===== src/rtl/fat12_cluster_chain_step_unit_macros.svh =====
// Assertion helpers for the FAT12 cluster chain step unit.
// Both macros sample on clock and are switched off while reset is high.
`ifndef FAT12_CLUSTER_CHAIN_STEP_UNIT_MACROS_SVH
`define FAT12_CLUSTER_CHAIN_STEP_UNIT_MACROS_SVH

// Consequent must hold in the same cycle as the antecedent.
`define FAT12_ASSERT_SAME(label, ante, cons, msg) \
   label: assert property (@(posedge clock) disable iff (reset) (ante) |-> (cons)) \
      else $error(msg);

// Consequent must hold in the cycle after the antecedent.
`define FAT12_ASSERT_NEXT(label, ante, cons, msg) \
   label: assert property (@(posedge clock) disable iff (reset) (ante) |=> (cons)) \
      else $error(msg);

`endif


===== src/rtl/fat12_pkg.sv =====
`timescale 1ns / 1ps
`default_nettype none

package fat12_pkg;

   // Table size default and fixed field widths
   localparam int TABLE_BYTES_DEF = 8192;
   localparam int ADDR_W          = 13;
   localparam int LOADED_W        = 14;
   localparam int BYTE_W          = 8;
   localparam int CLUSTER_W       = 12;
   localparam int SECTOR_W        = 24;
   localparam int PRODUCT_W       = 20;
   localparam int CSR_INDEX_W     = 3;
   localparam int CSR_DATA_W      = 16;
   localparam int ROOT_BYTES_W    = 21;
   localparam int DIR_ENTRY_SHIFT = 5;
   localparam int ODD_SHIFT       = 4;

   localparam logic [CLUSTER_W-1:0] CHAIN_END_MIN = 12'hFF8;
   localparam logic [CLUSTER_W-1:0] FIRST_CLUSTER = 12'd2;

   // Item kinds
   localparam logic KIND_LOAD   = 1'b0;
   localparam logic KIND_LOOKUP = 1'b1;

   // Register indexes
   localparam logic [CSR_INDEX_W-1:0] REG_RESERVED_SECTORS  = 3'd0;
   localparam logic [CSR_INDEX_W-1:0] REG_SECTORS_PER_TABLE = 3'd1;
   localparam logic [CSR_INDEX_W-1:0] REG_TABLE_COPIES      = 3'd2;
   localparam logic [CSR_INDEX_W-1:0] REG_ROOT_ENTRIES      = 3'd3;
   localparam logic [CSR_INDEX_W-1:0] REG_SECTOR_BYTES      = 3'd4;
   localparam logic [CSR_INDEX_W-1:0] REG_CLUSTER_SECTORS   = 3'd5;

   // Register reset values
   localparam int RST_RESERVED_SECTORS  = 1;
   localparam int RST_SECTORS_PER_TABLE = 9;
   localparam int RST_TABLE_COPIES      = 2;
   localparam int RST_ROOT_ENTRIES      = 224;
   localparam int RST_SECTOR_BYTES      = 512;
   localparam int RST_CLUSTER_SECTORS   = 1;

   localparam int RST_ROOT_SECS = (RST_ROOT_ENTRIES * 32 + RST_SECTOR_BYTES - 1)
                                  / RST_SECTOR_BYTES;
   localparam int RST_DATA_START = RST_RESERVED_SECTORS
                                   + RST_SECTORS_PER_TABLE * RST_TABLE_COPIES
                                   + RST_ROOT_SECS;

   // Registers that feed the data start calculation
   typedef struct packed {
      logic [15:0] reserved_sectors;
      logic [7:0]  sectors_per_table;
      logic [2:0]  table_copies;
      logic [15:0] root_entries;
      logic [12:0] sector_bytes;
   } ds_cfg_type;

   // Table write port
   typedef struct packed {
      logic              en;
      logic [ADDR_W-1:0] addr;
      logic [BYTE_W-1:0] data;
   } tbl_wr_type;

   // Table pair read port: idx is the byte offset of the low byte
   typedef struct packed {
      logic              en;
      logic [ADDR_W-1:0] idx;
   } tbl_rd_type;

endpackage

`default_nettype wire


===== src/rtl/fat12_ds_calc.sv =====
`timescale 1ns / 1ps
`default_nettype none

// Data region start: reserved + table sectors + root directory sectors
// rounded up. The root term uses a restoring divider, one quotient bit
// per cycle, followed by a sum state that adds the terms.
module fat12_ds_calc import fat12_pkg::*; (
   input  wire logic          clock,
   input  wire logic          reset,
   input  wire logic          start,
   input  wire ds_cfg_type    cfg,
   output logic [SECTOR_W-1:0] data_start,
   output logic               busy
);

   typedef enum logic [2:0] {
      DS_IDLE   = 3'b001,
      DS_DIVIDE = 3'b010,
      DS_SUM    = 3'b100
   } ds_state_type;

   localparam int COUNT_W = $clog2(ROOT_BYTES_W);
   localparam int REM_W   = 13;

   ds_state_type            state_ff, state_in;
   logic [COUNT_W-1:0]      count_ff, count_in;
   logic [REM_W-1:0]        rem_ff, rem_in;
   logic [ROOT_BYTES_W-1:0] quot_ff, quot_in;
   logic [SECTOR_W-1:0]     data_start_ff, data_start_in;

   logic [REM_W:0]          rem_shift;
   logic [REM_W:0]          rem_sub;
   logic                    fits;
   logic [ROOT_BYTES_W:0]   root_secs;
   logic [10:0]             table_secs;

   // One restoring step
   assign rem_shift = {rem_ff, quot_ff[ROOT_BYTES_W-1]};
   assign rem_sub   = rem_shift - {1'b0, cfg.sector_bytes};
   assign fits      = rem_shift >= {1'b0, cfg.sector_bytes};

   // Final terms; a zero sector size counts the root directory as empty
   assign table_secs = 11'(cfg.sectors_per_table) * 11'(cfg.table_copies);
   always_comb begin
      root_secs = '0;
      if (cfg.sector_bytes != '0) begin
         root_secs = {1'b0, quot_ff} + {{ROOT_BYTES_W{1'b0}}, (rem_ff != '0)};
      end
   end

   always_comb begin
      state_in      = state_ff;
      count_in      = count_ff;
      rem_in        = rem_ff;
      quot_in       = quot_ff;
      data_start_in = data_start_ff;
      case (state_ff)
         DS_IDLE: begin
         end
         DS_DIVIDE: begin
            rem_in   = fits ? rem_sub[REM_W-1:0] : rem_shift[REM_W-1:0];
            quot_in  = {quot_ff[ROOT_BYTES_W-2:0], fits};
            count_in = count_ff - COUNT_W'(1);
            if (count_ff == '0) begin
               state_in = DS_SUM;
            end
         end
         DS_SUM: begin
            data_start_in = SECTOR_W'({8'd0, cfg.reserved_sectors})
                            + SECTOR_W'(table_secs)
                            + SECTOR_W'(root_secs);
            state_in      = DS_IDLE;
         end
         default: begin
            state_in = DS_IDLE;
         end
      endcase
      // A new register write restarts the calculation
      if (start) begin
         state_in = DS_DIVIDE;
         count_in = COUNT_W'(ROOT_BYTES_W - 1);
         rem_in   = '0;
         quot_in  = {cfg.root_entries, {DIR_ENTRY_SHIFT{1'b0}}};
      end
   end

   always_ff @(posedge clock) begin
      if (reset) begin
         state_ff      <= DS_IDLE;
         data_start_ff <= SECTOR_W'(RST_DATA_START);
      end else begin
         state_ff      <= state_in;
         data_start_ff <= data_start_in;
      end
   end

   always_ff @(posedge clock) begin
      count_ff <= count_in;
      rem_ff   <= rem_in;
      quot_ff  <= quot_in;
   end

   assign data_start = data_start_ff;
   assign busy       = start || (state_ff != DS_IDLE);

endmodule

`default_nettype wire


===== config.mk =====
export PLATFORM = sky130hd
export DESIGN_NAME = fat12_ds_calc
export DESIGN_NICKNAME = d
export VERILOG_FILES = /design/src/rtl/fat12_cluster_chain_step_unit_macros.svh /design/src/rtl/fat12_pkg.sv /design/src/rtl/fat12_ds_calc.sv
export SDC_FILE = /design/constraint.sdc
export NUM_CORES = 1
export LEC_CHECK = 0
export BUFFER_PORTS_ARGS = -buffer_cell sky130_fd_sc_hd__buf_2
export CAP_MARGIN = 15
export CORE_MARGIN = 2
export CORE_UTILIZATION = 63
export CTS_CLUSTER_SIZE = 20
export DETAILED_ROUTE_END_ITERATION = 7
export PLACE_DENSITY = 0.87
export SYNTH_ARGS = -nofsm -noshare
export SYNTH_HDL_FRONTEND = slang
export SYNTH_SLANG_ARGS = --single-unit

===== constraint.sdc =====
create_clock -name clock -period 7.4 [get_ports clock]
set_clock_uncertainty 0.15 [all_clocks]
set_input_delay 1.48 -clock clock [delete_from_list [all_inputs] [get_ports clock]]
set_output_delay 1.48 -clock clock [all_outputs]
set_load 0.005 [all_outputs]

==> flow_metrics.env <==
export IMPL_status="complete, no violations"
export IMPL_worst_setup_path_start_kind="primary input"
export IMPL_vias=5117
export IMPL_tns_ns=0
export IMPL_synth_top_family_by_area="simple AND/OR/NAND/NOR gates"
export IMPL_p_leak_nw=2.75
export IMPL_rsz0062_at_grt="no"
export IMPL_reg2reg_slack_ns=2.63
export IMPL_syn_cell_area_um2=5660
export IMPL_hold_start="data_start[2]$_SDFFE_PP0N_"
export IMPL_timing_rr_start="rem_ff[0]$_SDFFE_PP0P_"
export IMPL_worstSkewPairLatency_ns=0.35
export IMPL_synth_xor_area_share_pct=5.57
export IMPL_dieArea_um2=9760
export IMPL_root_buffer="clkbuf_8"
export IMPL_grt_ovfl_total=0
export IMPL_gp_congestion=0.910
export IMPL_syn_instance_count=681
export IMPL_drive_above_1_share_pct=16.7
export IMPL_p_per_area_nw_per_um2=174
export IMPL_required_ns=7.53
export IMPL_synth_fa_ha_area_share_pct=18.7
export IMPL_setup_viol_count_final=0
export IMPL_die_y_um=98.8
export IMPL_period_needed_ns=5.53
export IMPL_routed_top_layer="met4"
export IMPL_wl_um=13400
export IMPL_cts_max_path_buffers=2
export IMPL_ys_types=76
export IMPL_ys_flop_type="dfxtp_1"
export IMPL_wl_met3_um=790
export IMPL_critPathMaxFanout=14
export IMPL_core_region_area_um2=8720
export IMPL_hold_path_class="register to register"
export IMPL_port_buffers=82
export IMPL_cts_tree="done"
export IMPL_grt_max_degree=55
export IMPL_arrival_ns=5.67
export IMPL_worst_setup_path_end_kind="register"
export IMPL_place_area_um2=6040
export IMPL_clock_sinks=65
export IMPL_n_fill_cell=736
export IMPL_cts_made_buffers=9
export IMPL_final_common_cell="nand2_1"
export IMPL_met2_length_um=6510
export IMPL_synth_compound_area_share_pct=17.4
export IMPL_slew_viol_final=0
export IMPL_cts_hold_buf=0
export IMPL_synth_edf_count=16
export IMPL_grt_pass1_vias=4960
export IMPL_irDropWorstVdd_uv=128
export IMPL_clk_pin_slew_ns=0.08
export IMPL_synth_simple_area_share_pct=24.0
export IMPL_cap_violations=0
export IMPL_die_width_um=98.8
export IMPL_finalHoldViolCount=0
export IMPL_holdPathStages=2
export IMPL_ios=84
export IMPL_cts_htree_levels=3
export IMPL_multi_input_area_um2=3790
export IMPL_whs_endpoint="data_start[2]$_SDFFE_PP0N_"
export IMPL_r2r_end="data_start[19]$_SDFFE_PP0N_"
export IMPL_wl_per_cell_um=15.5
export IMPL_post_cts_buffers=0
export IMPL_synth_avg_cell_area_um2=8.31
export IMPL_synthMuxAreaShare_pct=1.13
export IMPL_ys_ff_latch=65
export IMPL_hpwl_um=10400
export IMPL_drc=0
export IMPL_drt_pass1_iter_count=5
export IMPL_synth_seq_area_share_pct=25.8
export IMPL_finalPower_mw=1.09
export IMPL_maxSlewHeadroom_pct=44.4
export IMPL_async_reset_ff_share_pct=0
export IMPL_cts_resized=0
export IMPL_grt_pass1_wl_um=22600
export IMPL_drt_initial_drc_count=408
export IMPL_wl_met1_um=5800
export IMPL_viasPerCell=5.93
export IMPL_layout_common_cells="101 x nand2_1, 82 x buf_2, 61 x inv_1"
export IMPL_layout_nets=878
export IMPL_max_freq_mhz=181
export IMPL_grt_util_all_layers_pct=28.1
export IMPL_post_route_period_util_pct=74.8
export IMPL_reg2reg_depth=16
export IMPL_syn_num_nets=809
export IMPL_tightestPinTransition_ns=0.835
export IMPL_ant_nets=0
export IMPL_synth_warnings=0
export IMPL_crit_type="primary input to register"
export IMPL_stdcell_area_um2=6260
export IMPL_num_antenna_cells=0
export IMPL_antenna_found_initial=0
export IMPL_regArea_um2=1460
export IMPL_row_count=34
export IMPL_initial_utilization_pct=64.9
export IMPL_areaGrowthSynthToFinish_pct=10.5
==> cell usage after synthesis, types with 4 or more instances <==
cell type	count	area share (%)
nand3_1	17	1.5
nor4_1	9	0.99
o21ai_0	39	3.4
and2_1	23	2.5
edfxtp_1	16	8.5
and3_1	5	0.55
or2_2	4	0.44
nand2b_1	4	0.44
clkbuf_1	17	1.1
fa_1	26	9.2
nor2_1	42	2.8
dfxtp_1	49	17
o21bai_1	5	0.66
nand2_1	101	6.7
a21o_1	4	0.53
o21a_1	10	1.3
xor2_1	11	1.7
xnor2_1	25	3.9
a21oi_1	42	3.7
nand4_1	10	1.1
nor3_1	20	1.8
or3_1	4	0.44
a21boi_0	5	0.66
o31ai_1	6	0.80
ha_1	43	9.5
inv_1	61	4.0
o211ai_1	4	0.53
a211oi_1	10	1.3
==> report_power, final <==
group          total [mW]  switching, mW  internal [mW]
logic               0.362          0.206          0.156
registers           0.389         0.0148          0.374
clock network       0.337          0.148          0.189
total                1.09          0.369          0.719
==> metal layers <==
layer,GRT usage (%),vias to the layer above
met1,37.4,2386
li1,-,2513
met5,0,-
met4,9.06,0
met3,5.25,30
met2,46.5,188
==> sequential cells by signal, indices dropped and copies added (netlist names) <==
| register | count |
|---|---|
| state_ff | 3 |
| count_ff | 5 |
| rem_ff | 13 |
| quot_ff | 21 |
| data_start | 23 |
==> kinds of logic (layout without fill, tap and decap cells) <==
group	after synthesis	in the layout
compound gates	153	153
xor+xnor	36	36
fa+ha+maj	69	69
buf+inv	87	161
flops	65	65
mux	5	5
other cells	1	1
simple gates	265	265
==> metrics by stage <==
step / utilization [%] / hold WS, ns / instances / setup WS (ns)
final: 71.7 / 0.303 / 863 / 1.87
after global routing: 71.7 / 0.322 / 863 / 1.44
after CTS: 71.7 / 0.302 / 863 / 1.89
after detailed placement: 69.2 / 0.294 / 847 / 1.52
after floorplan: - / 0.298 / 681 / 2.04
after global placement: 69.2 / 0.286 / 847 / 1.62
==> critical path, stage by stage <==
cell and delay [ns]:
buf_2 0.10, nor4_1 0.43, nand4_1 0.60, and2_1 0.41
ha_1 0.20, ha_1 0.22, fa_1 0.43, a211oi_1 0.41
o21ai_0 0.23, a221oi_1 0.37, nor2_1 0.15, o311a_1 0.34
xor2_1 0.17, a21oi_1 0.14
==> layout make-up <==
cell class              count  share of cell area, %
clock buffers               9                   1.98
multi-input cells         529                   60.5
inverters                  61                   3.66
clock inverters             7                   1.50
repair buffers             84                   6.80
flip-flops and latches     65                   23.4
well taps                 108                   2.16
==> worst max path at each step <==
stage               slack, ns  startpoint  depth (start not counted)                          end
finish                   1.87      cfg[7]                         14  data_start[19]$_SDFFE_PP0N_
global placement         1.62     cfg[31]                         14  data_start[19]$_SDFFE_PP0N_
CTS                      1.89      cfg[7]                         14  data_start[19]$_SDFFE_PP0N_
detailed placement       1.52      cfg[7]                         14  data_start[19]$_SDFFE_PP0N_
floorplan                2.04     cfg[32]                         13  data_start[19]$_SDFFE_PP0N_
global route             1.44      cfg[7]                         14  data_start[19]$_SDFFE_PP0N_
Note: power is estimated with default switching activity, not from simulation.
